[src/hdl/smcatr_pkg.sv]
`timescale 1ns / 1ps

package smcatr_pkg;

    // Longest answer-to-reset accepted before a parse is flagged as too long
    localparam logic [5:0] MAX_ATR_BYTES = 6'd33;

    // Waiting integer used until TC2 is seen
    localparam logic [7:0] WAIT_DEFAULT = 8'd10;

    // Input item kinds (slave tuser)
    localparam logic [1:0] MODE_BYTE    = 2'd0;
    localparam logic [1:0] MODE_START   = 2'd1;
    localparam logic [1:0] MODE_TIMEOUT = 2'd2;

    // Result status codes (master tuser)
    localparam logic [2:0] ST_MORE     = 3'd0;
    localparam logic [2:0] ST_DONE     = 3'd1;
    localparam logic [2:0] ST_BADTS    = 3'd2;
    localparam logic [2:0] ST_BADCHECK = 3'd3;
    localparam logic [2:0] ST_TIMEOUT  = 3'd4;
    localparam logic [2:0] ST_TOOLONG  = 3'd5;
    localparam logic [2:0] ST_IDLE     = 3'd6;

    // Parse phases
    localparam logic [2:0] PH_IDLE  = 3'd0;
    localparam logic [2:0] PH_TS    = 3'd1;
    localparam logic [2:0] PH_T0    = 3'd2;
    localparam logic [2:0] PH_IFACE = 3'd3;
    localparam logic [2:0] PH_HIST  = 3'd4;
    localparam logic [2:0] PH_TCK   = 3'd5;

    // TS characters for the two conventions (inverse seen in raw form)
    localparam logic [7:0] TS_DIRECT  = 8'h3B;
    localparam logic [7:0] TS_INVERSE = 8'h03;

    // Fi from the high nibble of TA1, zero for reserved codes
    function automatic logic [11:0] fi_decode(input logic [3:0] code);
        logic [11:0] fi;
        begin
            case (code)
                4'd0:    fi = 12'd372;
                4'd1:    fi = 12'd372;
                4'd2:    fi = 12'd558;
                4'd3:    fi = 12'd744;
                4'd4:    fi = 12'd1116;
                4'd5:    fi = 12'd1488;
                4'd6:    fi = 12'd1860;
                4'd9:    fi = 12'd512;
                4'd10:   fi = 12'd768;
                4'd11:   fi = 12'd1024;
                4'd12:   fi = 12'd1536;
                4'd13:   fi = 12'd2048;
                default: fi = 12'd0;
            endcase
            return fi;
        end
    endfunction

    // Di from the low nibble of TA1, zero for reserved codes
    function automatic logic [6:0] di_decode(input logic [3:0] code);
        logic [6:0] di;
        begin
            case (code)
                4'd1:    di = 7'd1;
                4'd2:    di = 7'd2;
                4'd3:    di = 7'd4;
                4'd4:    di = 7'd8;
                4'd5:    di = 7'd16;
                4'd6:    di = 7'd32;
                4'd7:    di = 7'd64;
                4'd8:    di = 7'd12;
                4'd9:    di = 7'd20;
                default: di = 7'd0;
            endcase
            return di;
        end
    endfunction

endpackage

[src/hdl/smartcard_atr_parser.sv]
`timescale 1ns / 1ps

// Answer-to-reset parser for an ISO 7816-3 card interface.
// Slave channel: one transfer per event. tuser carries the kind (received
// character, start of a new answer-to-reset, character timeout) and tdata
// the received character. Master channel: one result per slave transfer, in
// order. tuser carries the status (more expected, complete, bad TS, check
// mismatch, timeout, too long, idle); tdata carries the byte position and
// the parameters captured so far (convention, T=1, extra guard time,
// waiting integer, Fi, Di, PPS hint, length received).
// An accepted transfer is captured in the input register, decoded, and
// moves into the result register once that slot is free, where it is
// offered on the master side. One transfer per cycle while the receiver
// takes results; the parse state is read and updated as each item moves on.
// The input register and the result register form two stages, so a new
// transfer is taken while a finished result waits on the master side.
// When the receiver stalls, both stages fill and s_axis_tready drops.
// Reset empties both stages, returns the parser to idle and loads the
// default parameters (waiting integer 10, group number 1, all else zero).
module smartcard_atr_parser
(
    input  logic        clk,
    input  logic        rst_n,
    input  logic        s_axis_tvalid,
    output logic        s_axis_tready,
    input  logic [7:0]  s_axis_tdata,   // [7:0] rx_byte
    input  logic [1:0]  s_axis_tuser,   // [1:0] mode
    output logic        m_axis_tvalid,
    input  logic        m_axis_tready,
    // [5:0] byte_index, [6] convention, [7] protocol_t1, [15:8] guard_extra,
    // [23:16] wait_integer, [35:24] clock_rate_factor,
    // [42:36] baud_adjust_factor, [43] pps_needed, [49:44] atr_length,
    // [55:50] zero
    output logic [55:0] m_axis_tdata,
    output logic [2:0]  m_axis_tuser    // [2:0] status
);

    // Input stage
    logic       in_valid_reg;
    logic [1:0] in_mode_reg;
    logic [7:0] in_byte_reg;

    // Result stage
    logic        out_valid_reg;
    logic [2:0]  out_status_reg;
    logic [55:0] out_data_reg;

    // Parse state
    logic [2:0] phase_reg,        phase_next;
    logic [3:0] pending_mask_reg, pending_mask_next;
    logic [3:0] group_number_reg, group_number_next;
    logic [3:0] history_left_reg, history_left_next;
    logic [7:0] running_xor_reg,  running_xor_next;
    logic       check_req_reg,    check_req_next;
    logic [7:0] first_ta_reg,     first_ta_next;
    logic [7:0] guard_reg,        guard_next;
    logic [7:0] wait_reg,         wait_next;
    logic       t1_reg,           t1_next;
    logic       inverse_reg,      inverse_next;
    logic [5:0] byte_count_reg,   byte_count_next;

    logic        advance;
    logic        do_route;
    logic [2:0]  status;
    logic [5:0]  index;
    logic [11:0] fi;
    logic [6:0]  di;
    logic        pps;
    logic [55:0] result_data;

    // Move the input stage into the result stage when the result slot frees
    assign advance       = in_valid_reg && (!out_valid_reg || m_axis_tready);
    assign s_axis_tready = !in_valid_reg || advance;
    assign m_axis_tvalid = out_valid_reg;
    assign m_axis_tdata  = out_data_reg;
    assign m_axis_tuser  = out_status_reg;

    // Compute the next parse state and the status for the registered item
    always_comb
    begin
        phase_next        = phase_reg;
        pending_mask_next = pending_mask_reg;
        group_number_next = group_number_reg;
        history_left_next = history_left_reg;
        running_xor_next  = running_xor_reg;
        check_req_next    = check_req_reg;
        first_ta_next     = first_ta_reg;
        guard_next        = guard_reg;
        wait_next         = wait_reg;
        t1_next           = t1_reg;
        inverse_next      = inverse_reg;
        byte_count_next   = byte_count_reg;
        status            = smcatr_pkg::ST_MORE;
        index             = byte_count_reg;
        do_route          = 1'b0;

        if (in_mode_reg == smcatr_pkg::MODE_START)
        begin
            // Clear everything and wait for TS
            pending_mask_next = 4'd0;
            group_number_next = 4'd1;
            history_left_next = 4'd0;
            running_xor_next  = 8'd0;
            check_req_next    = 1'b0;
            first_ta_next     = 8'd0;
            guard_next        = 8'd0;
            wait_next         = smcatr_pkg::WAIT_DEFAULT;
            t1_next           = 1'b0;
            inverse_next      = 1'b0;
            byte_count_next   = 6'd0;
            phase_next        = smcatr_pkg::PH_TS;
            index             = 6'd0;
        end
        else if (phase_reg == smcatr_pkg::PH_IDLE || phase_reg > smcatr_pkg::PH_TCK)
        begin
            phase_next = smcatr_pkg::PH_IDLE;
            status     = smcatr_pkg::ST_IDLE;
        end
        else if (in_mode_reg == smcatr_pkg::MODE_TIMEOUT)
        begin
            phase_next = smcatr_pkg::PH_IDLE;
            status     = smcatr_pkg::ST_TIMEOUT;
        end
        else if (in_mode_reg == smcatr_pkg::MODE_BYTE)
        begin
            if (byte_count_reg >= smcatr_pkg::MAX_ATR_BYTES)
            begin
                phase_next = smcatr_pkg::PH_IDLE;
                status     = smcatr_pkg::ST_TOOLONG;
            end
            else
            begin
                byte_count_next = byte_count_reg + 6'd1;
                case (phase_reg)
                    smcatr_pkg::PH_TS:
                    begin
                        if (in_byte_reg == smcatr_pkg::TS_DIRECT)
                        begin
                            inverse_next = 1'b0;
                            phase_next   = smcatr_pkg::PH_T0;
                        end
                        else if (in_byte_reg == smcatr_pkg::TS_INVERSE)
                        begin
                            inverse_next = 1'b1;
                            phase_next   = smcatr_pkg::PH_T0;
                        end
                        else
                        begin
                            phase_next = smcatr_pkg::PH_IDLE;
                            status     = smcatr_pkg::ST_BADTS;
                        end
                    end
                    smcatr_pkg::PH_T0:
                    begin
                        running_xor_next  = in_byte_reg;
                        history_left_next = in_byte_reg[3:0];
                        pending_mask_next = in_byte_reg[7:4];
                        group_number_next = 4'd1;
                        do_route          = 1'b1;
                    end
                    smcatr_pkg::PH_IFACE:
                    begin
                        running_xor_next = running_xor_reg ^ in_byte_reg;
                        // Take the lowest pending interface byte of the group
                        if (pending_mask_reg[0])
                        begin
                            pending_mask_next = pending_mask_reg & 4'b1110;
                            if (group_number_reg == 4'd1)
                                first_ta_next = in_byte_reg;
                        end
                        else if (pending_mask_reg[1])
                        begin
                            pending_mask_next = pending_mask_reg & 4'b1101;
                        end
                        else if (pending_mask_reg[2])
                        begin
                            pending_mask_next = pending_mask_reg & 4'b1011;
                            if (group_number_reg == 4'd1)
                                guard_next = (in_byte_reg == 8'hFF) ? 8'd0 : in_byte_reg;
                            else if (group_number_reg == 4'd2)
                                wait_next = in_byte_reg;
                        end
                        else
                        begin
                            if (in_byte_reg[3:0] == 4'd0)
                                t1_next = 1'b0;
                            else if (in_byte_reg[3:0] == 4'd1)
                                t1_next = 1'b1;
                            if (in_byte_reg[3:0] != 4'd0)
                                check_req_next = 1'b1;
                            pending_mask_next = in_byte_reg[7:4];
                            if (group_number_reg != 4'd15)
                                group_number_next = group_number_reg + 4'd1;
                        end
                        do_route = 1'b1;
                    end
                    smcatr_pkg::PH_HIST:
                    begin
                        running_xor_next = running_xor_reg ^ in_byte_reg;
                        if (history_left_reg != 4'd0)
                            history_left_next = history_left_reg - 4'd1;
                        do_route = 1'b1;
                    end
                    default:
                    begin
                        // Check byte: whole XOR from T0 on must vanish
                        running_xor_next = running_xor_reg ^ in_byte_reg;
                        phase_next       = smcatr_pkg::PH_IDLE;
                        status           = (running_xor_next != 8'd0) ?
                                           smcatr_pkg::ST_BADCHECK : smcatr_pkg::ST_DONE;
                    end
                endcase

                // Route to interface bytes, history, check byte or finish
                if (do_route)
                begin
                    if (pending_mask_next != 4'd0)
                        phase_next = smcatr_pkg::PH_IFACE;
                    else if (history_left_next != 4'd0)
                        phase_next = smcatr_pkg::PH_HIST;
                    else if (check_req_next)
                        phase_next = smcatr_pkg::PH_TCK;
                    else
                    begin
                        phase_next = smcatr_pkg::PH_IDLE;
                        status     = smcatr_pkg::ST_DONE;
                    end
                end
            end
        end
    end

    // Decode TA1 into the speed parameters
    always_comb
    begin
        fi  = smcatr_pkg::fi_decode(first_ta_next[7:4]);
        di  = smcatr_pkg::di_decode(first_ta_next[3:0]);
        pps = !(first_ta_next == 8'h00 || first_ta_next == 8'h01 ||
                first_ta_next == 8'h11 || fi == 12'd0 || di == 7'd0);
        result_data = {6'd0, byte_count_next, pps, di, fi, wait_next, guard_next,
                       t1_next, inverse_next, index};
    end

    // Capture an accepted transfer
    always_ff @(posedge clk or negedge rst_n)
    begin
        if (!rst_n)
            in_valid_reg <= 1'b0;
        else if (s_axis_tready)
            in_valid_reg <= s_axis_tvalid;
    end

    always_ff @(posedge clk)
    begin
        if (s_axis_tready && s_axis_tvalid)
        begin
            in_mode_reg <= s_axis_tuser;
            in_byte_reg <= s_axis_tdata;
        end
    end

    // Hold the result until the master side takes it
    always_ff @(posedge clk or negedge rst_n)
    begin
        if (!rst_n)
            out_valid_reg <= 1'b0;
        else if (advance)
            out_valid_reg <= 1'b1;
        else if (m_axis_tready)
            out_valid_reg <= 1'b0;
    end

    always_ff @(posedge clk)
    begin
        if (advance)
        begin
            out_status_reg <= status;
            out_data_reg   <= result_data;
        end
    end

    // Commit the parse state when the item leaves the input stage
    always_ff @(posedge clk or negedge rst_n)
    begin
        if (!rst_n)
        begin
            phase_reg        <= smcatr_pkg::PH_IDLE;
            pending_mask_reg <= 4'd0;
            group_number_reg <= 4'd1;
            history_left_reg <= 4'd0;
            running_xor_reg  <= 8'd0;
            check_req_reg    <= 1'b0;
            first_ta_reg     <= 8'd0;
            guard_reg        <= 8'd0;
            wait_reg         <= smcatr_pkg::WAIT_DEFAULT;
            t1_reg           <= 1'b0;
            inverse_reg      <= 1'b0;
            byte_count_reg   <= 6'd0;
        end
        else if (advance)
        begin
            phase_reg        <= phase_next;
            pending_mask_reg <= pending_mask_next;
            group_number_reg <= group_number_next;
            history_left_reg <= history_left_next;
            running_xor_reg  <= running_xor_next;
            check_req_reg    <= check_req_next;
            first_ta_reg     <= first_ta_next;
            guard_reg        <= guard_next;
            wait_reg         <= wait_next;
            t1_reg           <= t1_next;
            inverse_reg      <= inverse_next;
            byte_count_reg   <= byte_count_next;
        end
    end

    // Length never runs past the limit
    assert property (@(posedge clk) disable iff (!rst_n)
        byte_count_reg <= smcatr_pkg::MAX_ATR_BYTES)
    else $error("byte count beyond limit");

    // A final status leaves the parser idle
    assert property (@(posedge clk) disable iff (!rst_n)
        advance && (status == smcatr_pkg::ST_DONE || status == smcatr_pkg::ST_BADTS ||
                    status == smcatr_pkg::ST_BADCHECK || status == smcatr_pkg::ST_TIMEOUT ||
                    status == smcatr_pkg::ST_TOOLONG)
        |=> phase_reg == smcatr_pkg::PH_IDLE)
    else $error("parser not idle after final status");

    // A start transfer opens a fresh parse waiting for TS
    assert property (@(posedge clk) disable iff (!rst_n)
        advance && in_mode_reg == smcatr_pkg::MODE_START
        |=> phase_reg == smcatr_pkg::PH_TS && byte_count_reg == 6'd0)
    else $error("start did not reset the parse");

    // Backpressure only when both stages are full and the receiver stalls
    assert property (@(posedge clk) disable iff (!rst_n)
        !s_axis_tready |-> in_valid_reg && out_valid_reg && !m_axis_tready)
    else $error("input stalled without cause");

endmodule

[config.mk]
export PLATFORM = sky130hd
export DESIGN_NAME = smartcard_atr_parser
export DESIGN_NICKNAME = d
export VERILOG_FILES = /design/src/hdl/smcatr_pkg.sv /design/src/hdl/smartcard_atr_parser.sv
export SDC_FILE = /design/constraint.sdc
export NUM_CORES = 1
export LEC_CHECK = 0
export ABC_AREA = 1
export BUFFER_PORTS_ARGS = -buffer_cell sky130_fd_sc_hd__buf_4
export CORE_MARGIN = 2
export CORE_UTILIZATION = 58
export DETAILED_ROUTE_END_ITERATION = 6
export GPL_ROUTABILITY_DRIVEN = 0
export HOLD_SLACK_MARGIN = 0.08
export PLACE_DENSITY = 0.91
export RECOVER_POWER = 25
export SLEW_MARGIN = 10
export SYNTH_ARGS = -nofsm -noshare
export SYNTH_HDL_FRONTEND = slang
export SYNTH_SLANG_ARGS = --single-unit
[constraint.sdc]
create_clock -name clk -period 4.1 [get_ports clk]
set_clock_uncertainty 0.1 [all_clocks]
set_input_delay 0.205 -clock clk [delete_from_list [all_inputs] [get_ports clk]]
set_output_delay 0.205 -clock clk [all_outputs]
set_load 0.05 [all_outputs]
======== After elaboration in Yosys (flattened, before gate mapping) ========
Memories as Yosys holds them, arrays and structs flattened.
Cells that the tools add are included.
storage, ports and cells
  bits of input ports ..................... 14
  ROM bits ................................ 288
  memories ................................ 2
  output and inout port bits .............. 61
  register bits ........................... 121
memory list
  name             depth  width  read ports  clocked after Yosys merged registers in  write ports  RTL line          source
  (no name shown)  16     11     1           0                                        0            smcatr_pkg.sv:41  case (code)
  (no name shown)  16     7      1           0                                        0            smcatr_pkg.sv:64  case (code)
operators by class
  reductions and logical operators ........ 33
  eq/ne operators ......................... 24
  bitwise logic cells ..................... 2
  order comparisons ....................... 2
  add/subtract/negate cells ............... 3
  multiplexer cells ....................... 143
operator list
  cell                                                                    number
  8-bit 2-to-1 mux                                                        35
  4-bit 2-to-1 mux                                                        33
  3-bit 2-to-1 mux                                                        17
  1-bit 2-to-1 mux                                                        42
  6-bit 2-to-1 mux                                                        5
  4-bit one-hot mux with 2 select lines                                   3
  4-bit nonzero test                                                      5
  8-bit one-hot mux with 2 select lines                                   1
  12-bit logical NOT                                                      1
  3-bit != test (second input constant)                                   4
  2-bit 2-to-1 mux                                                        5
  10-bit AND reduction                                                    1
  4-bit by 1-bit equality test with 1-bit output (second input constant)  2
  8-bit by 1-bit equality test with 1-bit output (second input constant)  1
  8-bit by 2-bit equality test with 1-bit output (second input constant)  1
  8-bit by 5-bit equality test with 1-bit output (second input constant)  1
  8-bit by 6-bit equality test with 1-bit output (second input constant)  1
  8-bit equality test (second input constant)                             1
  8-bit logical NOT                                                       1
  2-bit != test (second input constant)                                   4
  8-bit nonzero test                                                      1
  8-bit bitwise XOR                                                       1
  7-bit logical NOT                                                       1
  1-bit logical OR                                                        7
  28 further kinds                                                        33

======== Longest topological paths before layout ========
  depth after elaboration ................. 20
  depth in mapped cells ................... 20
  gate-level depth less buffers ........... 20

======== Worst setup path after synthesis ========
No wires, ideal clock.
  path type ............................... reg2reg
  start point ............................. reg out_valid_reg (netlist: m_axis_tvalid)
  end point ............................... reg out_data_reg[0] (netlist: m_axis_tdata[0]), enable pin
  slack ................................... 985 ps
  setup time .............................. 436 ps
  clock period less this slack ............ 3115 ps
  arrival ................................. 2579 ps
  path buffers ............................ 1
  cell stages (with the launch flop) ...... 5
  path through ............................ dfrtp_1 > nand2_1 > nand2_1 > clkinv_1 > clkbuf_1
on the way
  cells in the longest elaborated chain, start to end .. 3
ends and longest elaborated chain
  what                      RTL line                     source
  start: declaration        smartcard_atr_parser.sv:44   logic out_valid_reg;
  start signal: assignment  smartcard_atr_parser.sv:266  out_valid_reg <= 1'b0;
  start signal: assignment  smartcard_atr_parser.sv:268  out_valid_reg <= 1'b1;
  start signal: assignment  smartcard_atr_parser.sv:270  out_valid_reg <= 1'b0;
  1-bit logical NOT         smartcard_atr_parser.sv:72   assign advance = in_valid_reg && (!out_valid_reg || m_axis_tready);
  1-bit logical OR          smartcard_atr_parser.sv:72
  1-bit logical AND         smartcard_atr_parser.sv:72
  named net advance         smartcard_atr_parser.sv:62   logic advance;
  end signal: assignment    smartcard_atr_parser.sv:278  out_data_reg <= result_data;
  end: declaration          smartcard_atr_parser.sv:46   logic [55:0] out_data_reg;
The timed path passes the listed nets, and every way through them passes these cells.
A chain may end at the register's enable or synchronous reset.

======== Final worst setup path ========
  start point ............................. reg group_number_reg[0]
  end point ............................... reg out_data_reg[43] (netlist: m_axis_tdata[43]), data pin
on the way
  cells in the longest elaborated chain, start to end .. 15
  elaborated cells on any way between the ends .. 21
  classes of those cells .................. eq/ne: 3; mux: 8; reduce/logical: 8; memory: 2
ends and longest elaborated chain
  what                                                                        RTL line                     source
  start: declaration                                                          smartcard_atr_parser.sv:51   logic [3:0] group_number_reg, group_number_next;
  start signal: assignment                                                    smartcard_atr_parser.sv:304  group_number_reg <= group_number_next;
  4-bit by 1-bit equality test with 1-bit output *                            smartcard_atr_parser.sv:168  if (group_number_reg == 4'd1)
  8-bit 2-to-1 mux *                                                          smartcard_atr_parser.sv:168
  8-bit 2-to-1 mux *                                                          smartcard_atr_parser.sv:165  if (pending_mask_reg[0])
  8-bit 2-to-1 mux *                                                          smartcard_atr_parser.sv:134  case (phase_reg)
  8-bit 2-to-1 mux *                                                          smartcard_atr_parser.sv:126  if (byte_count_reg >= smcatr_pkg::MAX_ATR_BYTES)
  8-bit 2-to-1 mux *                                                          smartcard_atr_parser.sv:124  else if (in_mode_reg == smcatr_pkg::MODE_BYTE)
  8-bit 2-to-1 mux *                                                          smartcard_atr_parser.sv:119  else if (in_mode_reg == smcatr_pkg::MODE_TIMEOUT)
  8-bit 2-to-1 mux *                                                          smartcard_atr_parser.sv:114  else if (phase_reg == smcatr_pkg::PH_IDLE || phase_reg > smcatr_pkg::PH_TCK)
  8-bit 2-to-1 mux *                                                          smartcard_atr_parser.sv:97   if (in_mode_reg == smcatr_pkg::MODE_START)
  named net first_ta_next[4]                                                  smartcard_atr_parser.sv:55   logic [7:0] first_ta_reg, first_ta_next;
  parallel branches: the longest is 3 deep, another holds memory 16 x 11 bit  n/a
  1-bit logical OR * (2 in a row)                                             smartcard_atr_parser.sv:239  first_ta_next == 8'h11 || fi == 12'd0 || di == 7'd0);
  1-bit logical NOT *                                                         smartcard_atr_parser.sv:238  pps = !(first_ta_next == 8'h00 || first_ta_next == 8'h01 ||
  named net pps                                                               smartcard_atr_parser.sv:68   logic pps;
Mark *: on every way through the listed nets, which the timed path passes.

==> metrics.cfg <==
[timing]
fmax_mhz = 288.6
rsz0062_at_grt = no
tightest_slew_ns = 3.289
hold_viol = 0
setup_violations = 0
min_period_ns = 3.465
setup-tns-final_ns = 0
max_slew_margin_pct = -119.2
drv_slew = 59
post-route-period-util_pct = 84.52
setup_ws_ns = 0.6346

[critical_path]
r2r_slack_ns = 0.63
crit_arrival_ns = 3.65
path_cells = ha_1, nand3_1, nor2_4, nand3_4, nand2_1, nand2_1, nor2_2, inv_1, ha_1, or2_2, nand2_1, nand2_1, nand2_1, nand2_1, nor2_1, nand2_1, nor2_1, nor2_1
cpPeakStageDelay_ns = 0.58
startpoint_type = flop
rr_worst_depth = 18
worst-path-buf-inv = 1
path_max_fanout = 14
cp_common_cell = nand2_1
r2r_start = group_number_reg[0]
critical-path-top-delay-family = simple AND/OR/NAND/NOR gates
reg2reg_to = m_axis_tdata[43]
cp_slowest_cell = dfstp_2
crit_type = reg -> reg
cp-end-kind = flop
cp.required_ns = 4.29

[clocking]
root_buffer = clkbuf_8
cts_buffers = 17
numClockSinks = 120
clk_pin_slew_ns = 0.06
tritoncts = built
clock_latency_ns = 0.53
clockBufferDepth = 2
htree_levels = 4

[floorplanning]
rows = 37
pin_count = 75
die_w_um = 107.1
start_util_pct = 59.69
fp.dieH_um = 107.1
core_um2 = 10320
die_area_um2 = 11470

[global_route]
grt_util_met2_pct = 45.25
busiest_layer = met2
gr-total-overflow = 0
grt_util_met1_pct = 34.74
antenna_found_initial = 0
grt_use_met3_pct = 8.328
grt_pass1_vias = 5129
grt_max_degree = 103
grt_pass1_wl_um = 24680
track_usage_pct = 27.95

[synthesis]
async_reset_ff_share_pct = 48.33
synth-main-ff-cell = edfxtp_1
ys_seq_elements = 120
synth_cell_type_count = 51
synth_warnings = 0
synth_top_area_cell = edfxtp_1
ys_seq_area_share_pct = 53.83
synthTopCellsByArea = edfxtp_1, dfrtp_1, nand2_1, inv_1, o21ai_0
yosysMostFrequentCell = nand2_1
synth_top_area_share_pct = 30.21
synthTopCellsByCount = nand2_1, inv_1, nor2_1
synthesis.instances = 681
synth_edf_count = 62
syn-cell-area_um2 = 6162
synth_area_per_cell_um2 = 9.049

[min_path]
hold_end = in_byte_reg[2]
min_from = s_axis_tdata[2]
hp-class = in -> reg
hold_depth = 2

[layout]
fin_nets = 789
drive_gt1_share_pct = 17.91
largest_reg_flops = 49
n_antenna_cell = 0
syn_to_final_growth_pct = 20.65

[power]
vdd_drop_max_mv = 0.3841
leakage_nw = 3.380
total_power_w = 0.004629
cellPowerDensity_nw_per_um2 = 622.6

[placed_design]
io_buffer_count = 67
hpwlAfterDp_um = 9812
dp_slack_ns = 0.7951

[detailed_routing]
dr.pass1.iters = 6
postRouteAntennaNets = 0
routed_wirelength_um = 15140
drt_iter0_markers = 615
route.detailed.wl_per_inst_um = 16.60
via_per_inst = 5.785
drc = 0
vias = 5276

[run_status]
violations = capacitance limit, slew limit
status = complete, but fails checks

[job]
maxCapViolations = 1

==> logic make-up (layout without fill, tap and decap cells) <==
logic type	count (synthesis)	in the layout	synth area share [%]
and+or+nand+nor	275	275	20.26
xor gates and xnor gates	9	9	1.279
other	1	7	0.06086
adders and majority gates	12	12	2.436
AOI/OAI and AO/OA	135	135	13.44
DFF	120	120	53.83
buffers and inverters	129	218	8.690
==> worst max path at each step <==
| stage | start | end | slack (ns) | depth (start not counted) |
|---|---|---|---|---|
| global placement | group_number_reg[0] | m_axis_tdata[43] | 0.98 | 18 |
| floorplan | m_axis_tvalid | m_axis_tdata[0] | 0.99 | 4 |
| global route | rst_n | guard_reg[3] | 0.27 | 2 |
| finish | group_number_reg[0] | m_axis_tdata[43] | 0.63 | 18 |
| CTS | group_number_reg[0] | m_axis_tdata[43] | 0.71 | 18 |
| detailed placement | group_number_reg[0] | m_axis_tdata[43] | 0.80 | 18 |
==> metrics by stage <==
step,hold WS [ns],instances,area (um2),util [%]
CTS,0.2138,912,7461,72.27
floorplan,-0.1906,687,6185,-
finish,0.3084,912,7435,72.02
global route,0.3033,912,7435,72.02
global placement,0.2179,865,6725,65.14
detailed placement,0.2227,865,6725,65.14
==> worst register-to-register path, stage by stage (launching register included) <==
cell     delay [ns]
dfstp_2        0.58
ha_1           0.24
nand3_1        0.16
nor2_4         0.20
nand3_4        0.20
nand2_1        0.11
nand2_1        0.06
nor2_2         0.22
inv_1          0.13
ha_1           0.27
or2_2          0.30
nand2_1        0.06
nand2_1        0.05
nand2_1        0.11
nand2_1        0.09
nor2_1         0.13
nand2_1        0.07
nor2_1         0.09
nor2_1         0.05
==> layout make-up <==
class	count	area [um2]
flip-flops and latches	120	3317
fillers	674	2889
multi-input cells	438	2332
repair buffers	85	649.4
clock buffers	19	431.7
inverters	101	380.4
well taps	136	170.2
clock inverters	13	153.9
==> per-layer routing <==
metal | vias up | routed length [um] | share of wire (%)
li1 | 2423 | - | -
met1 | 2466 | 5609 | 37
met2 | 326 | 7465 | 49
met3 | 61 | 1564 | 10
met4 | 0 | 497 | 3.3
met5 | - | 0 | 0
==> repair_timing <==
action                                 CTS  global route
buffers inserted                         0             0
hold buffers                            15             0
gates resized for setup                  0             0
endpoints found under the hold margin   67             0
==> where the power goes <==
part           internal (W)  leakage [nW]  switching [W]
clock              0.000935         0.281       0.000533
combinational      0.000417          1.73        0.00102
sequential          0.00158          1.37       0.000145
total               0.00293          3.38        0.00170
==> layout by cell type, fill, tap and decap left out, types with 16 or more instances in the layout <==
master,n
nand2_1,137
inv_1,92
nor2_1,63
edfxtp_1,62
o21ai_0,59
dfrtp_1,55
buf_4,54
nand3_1,30
a21oi_1,30
clkbuf_16,16
Note: power is estimated with default switching activity, not from simulation.
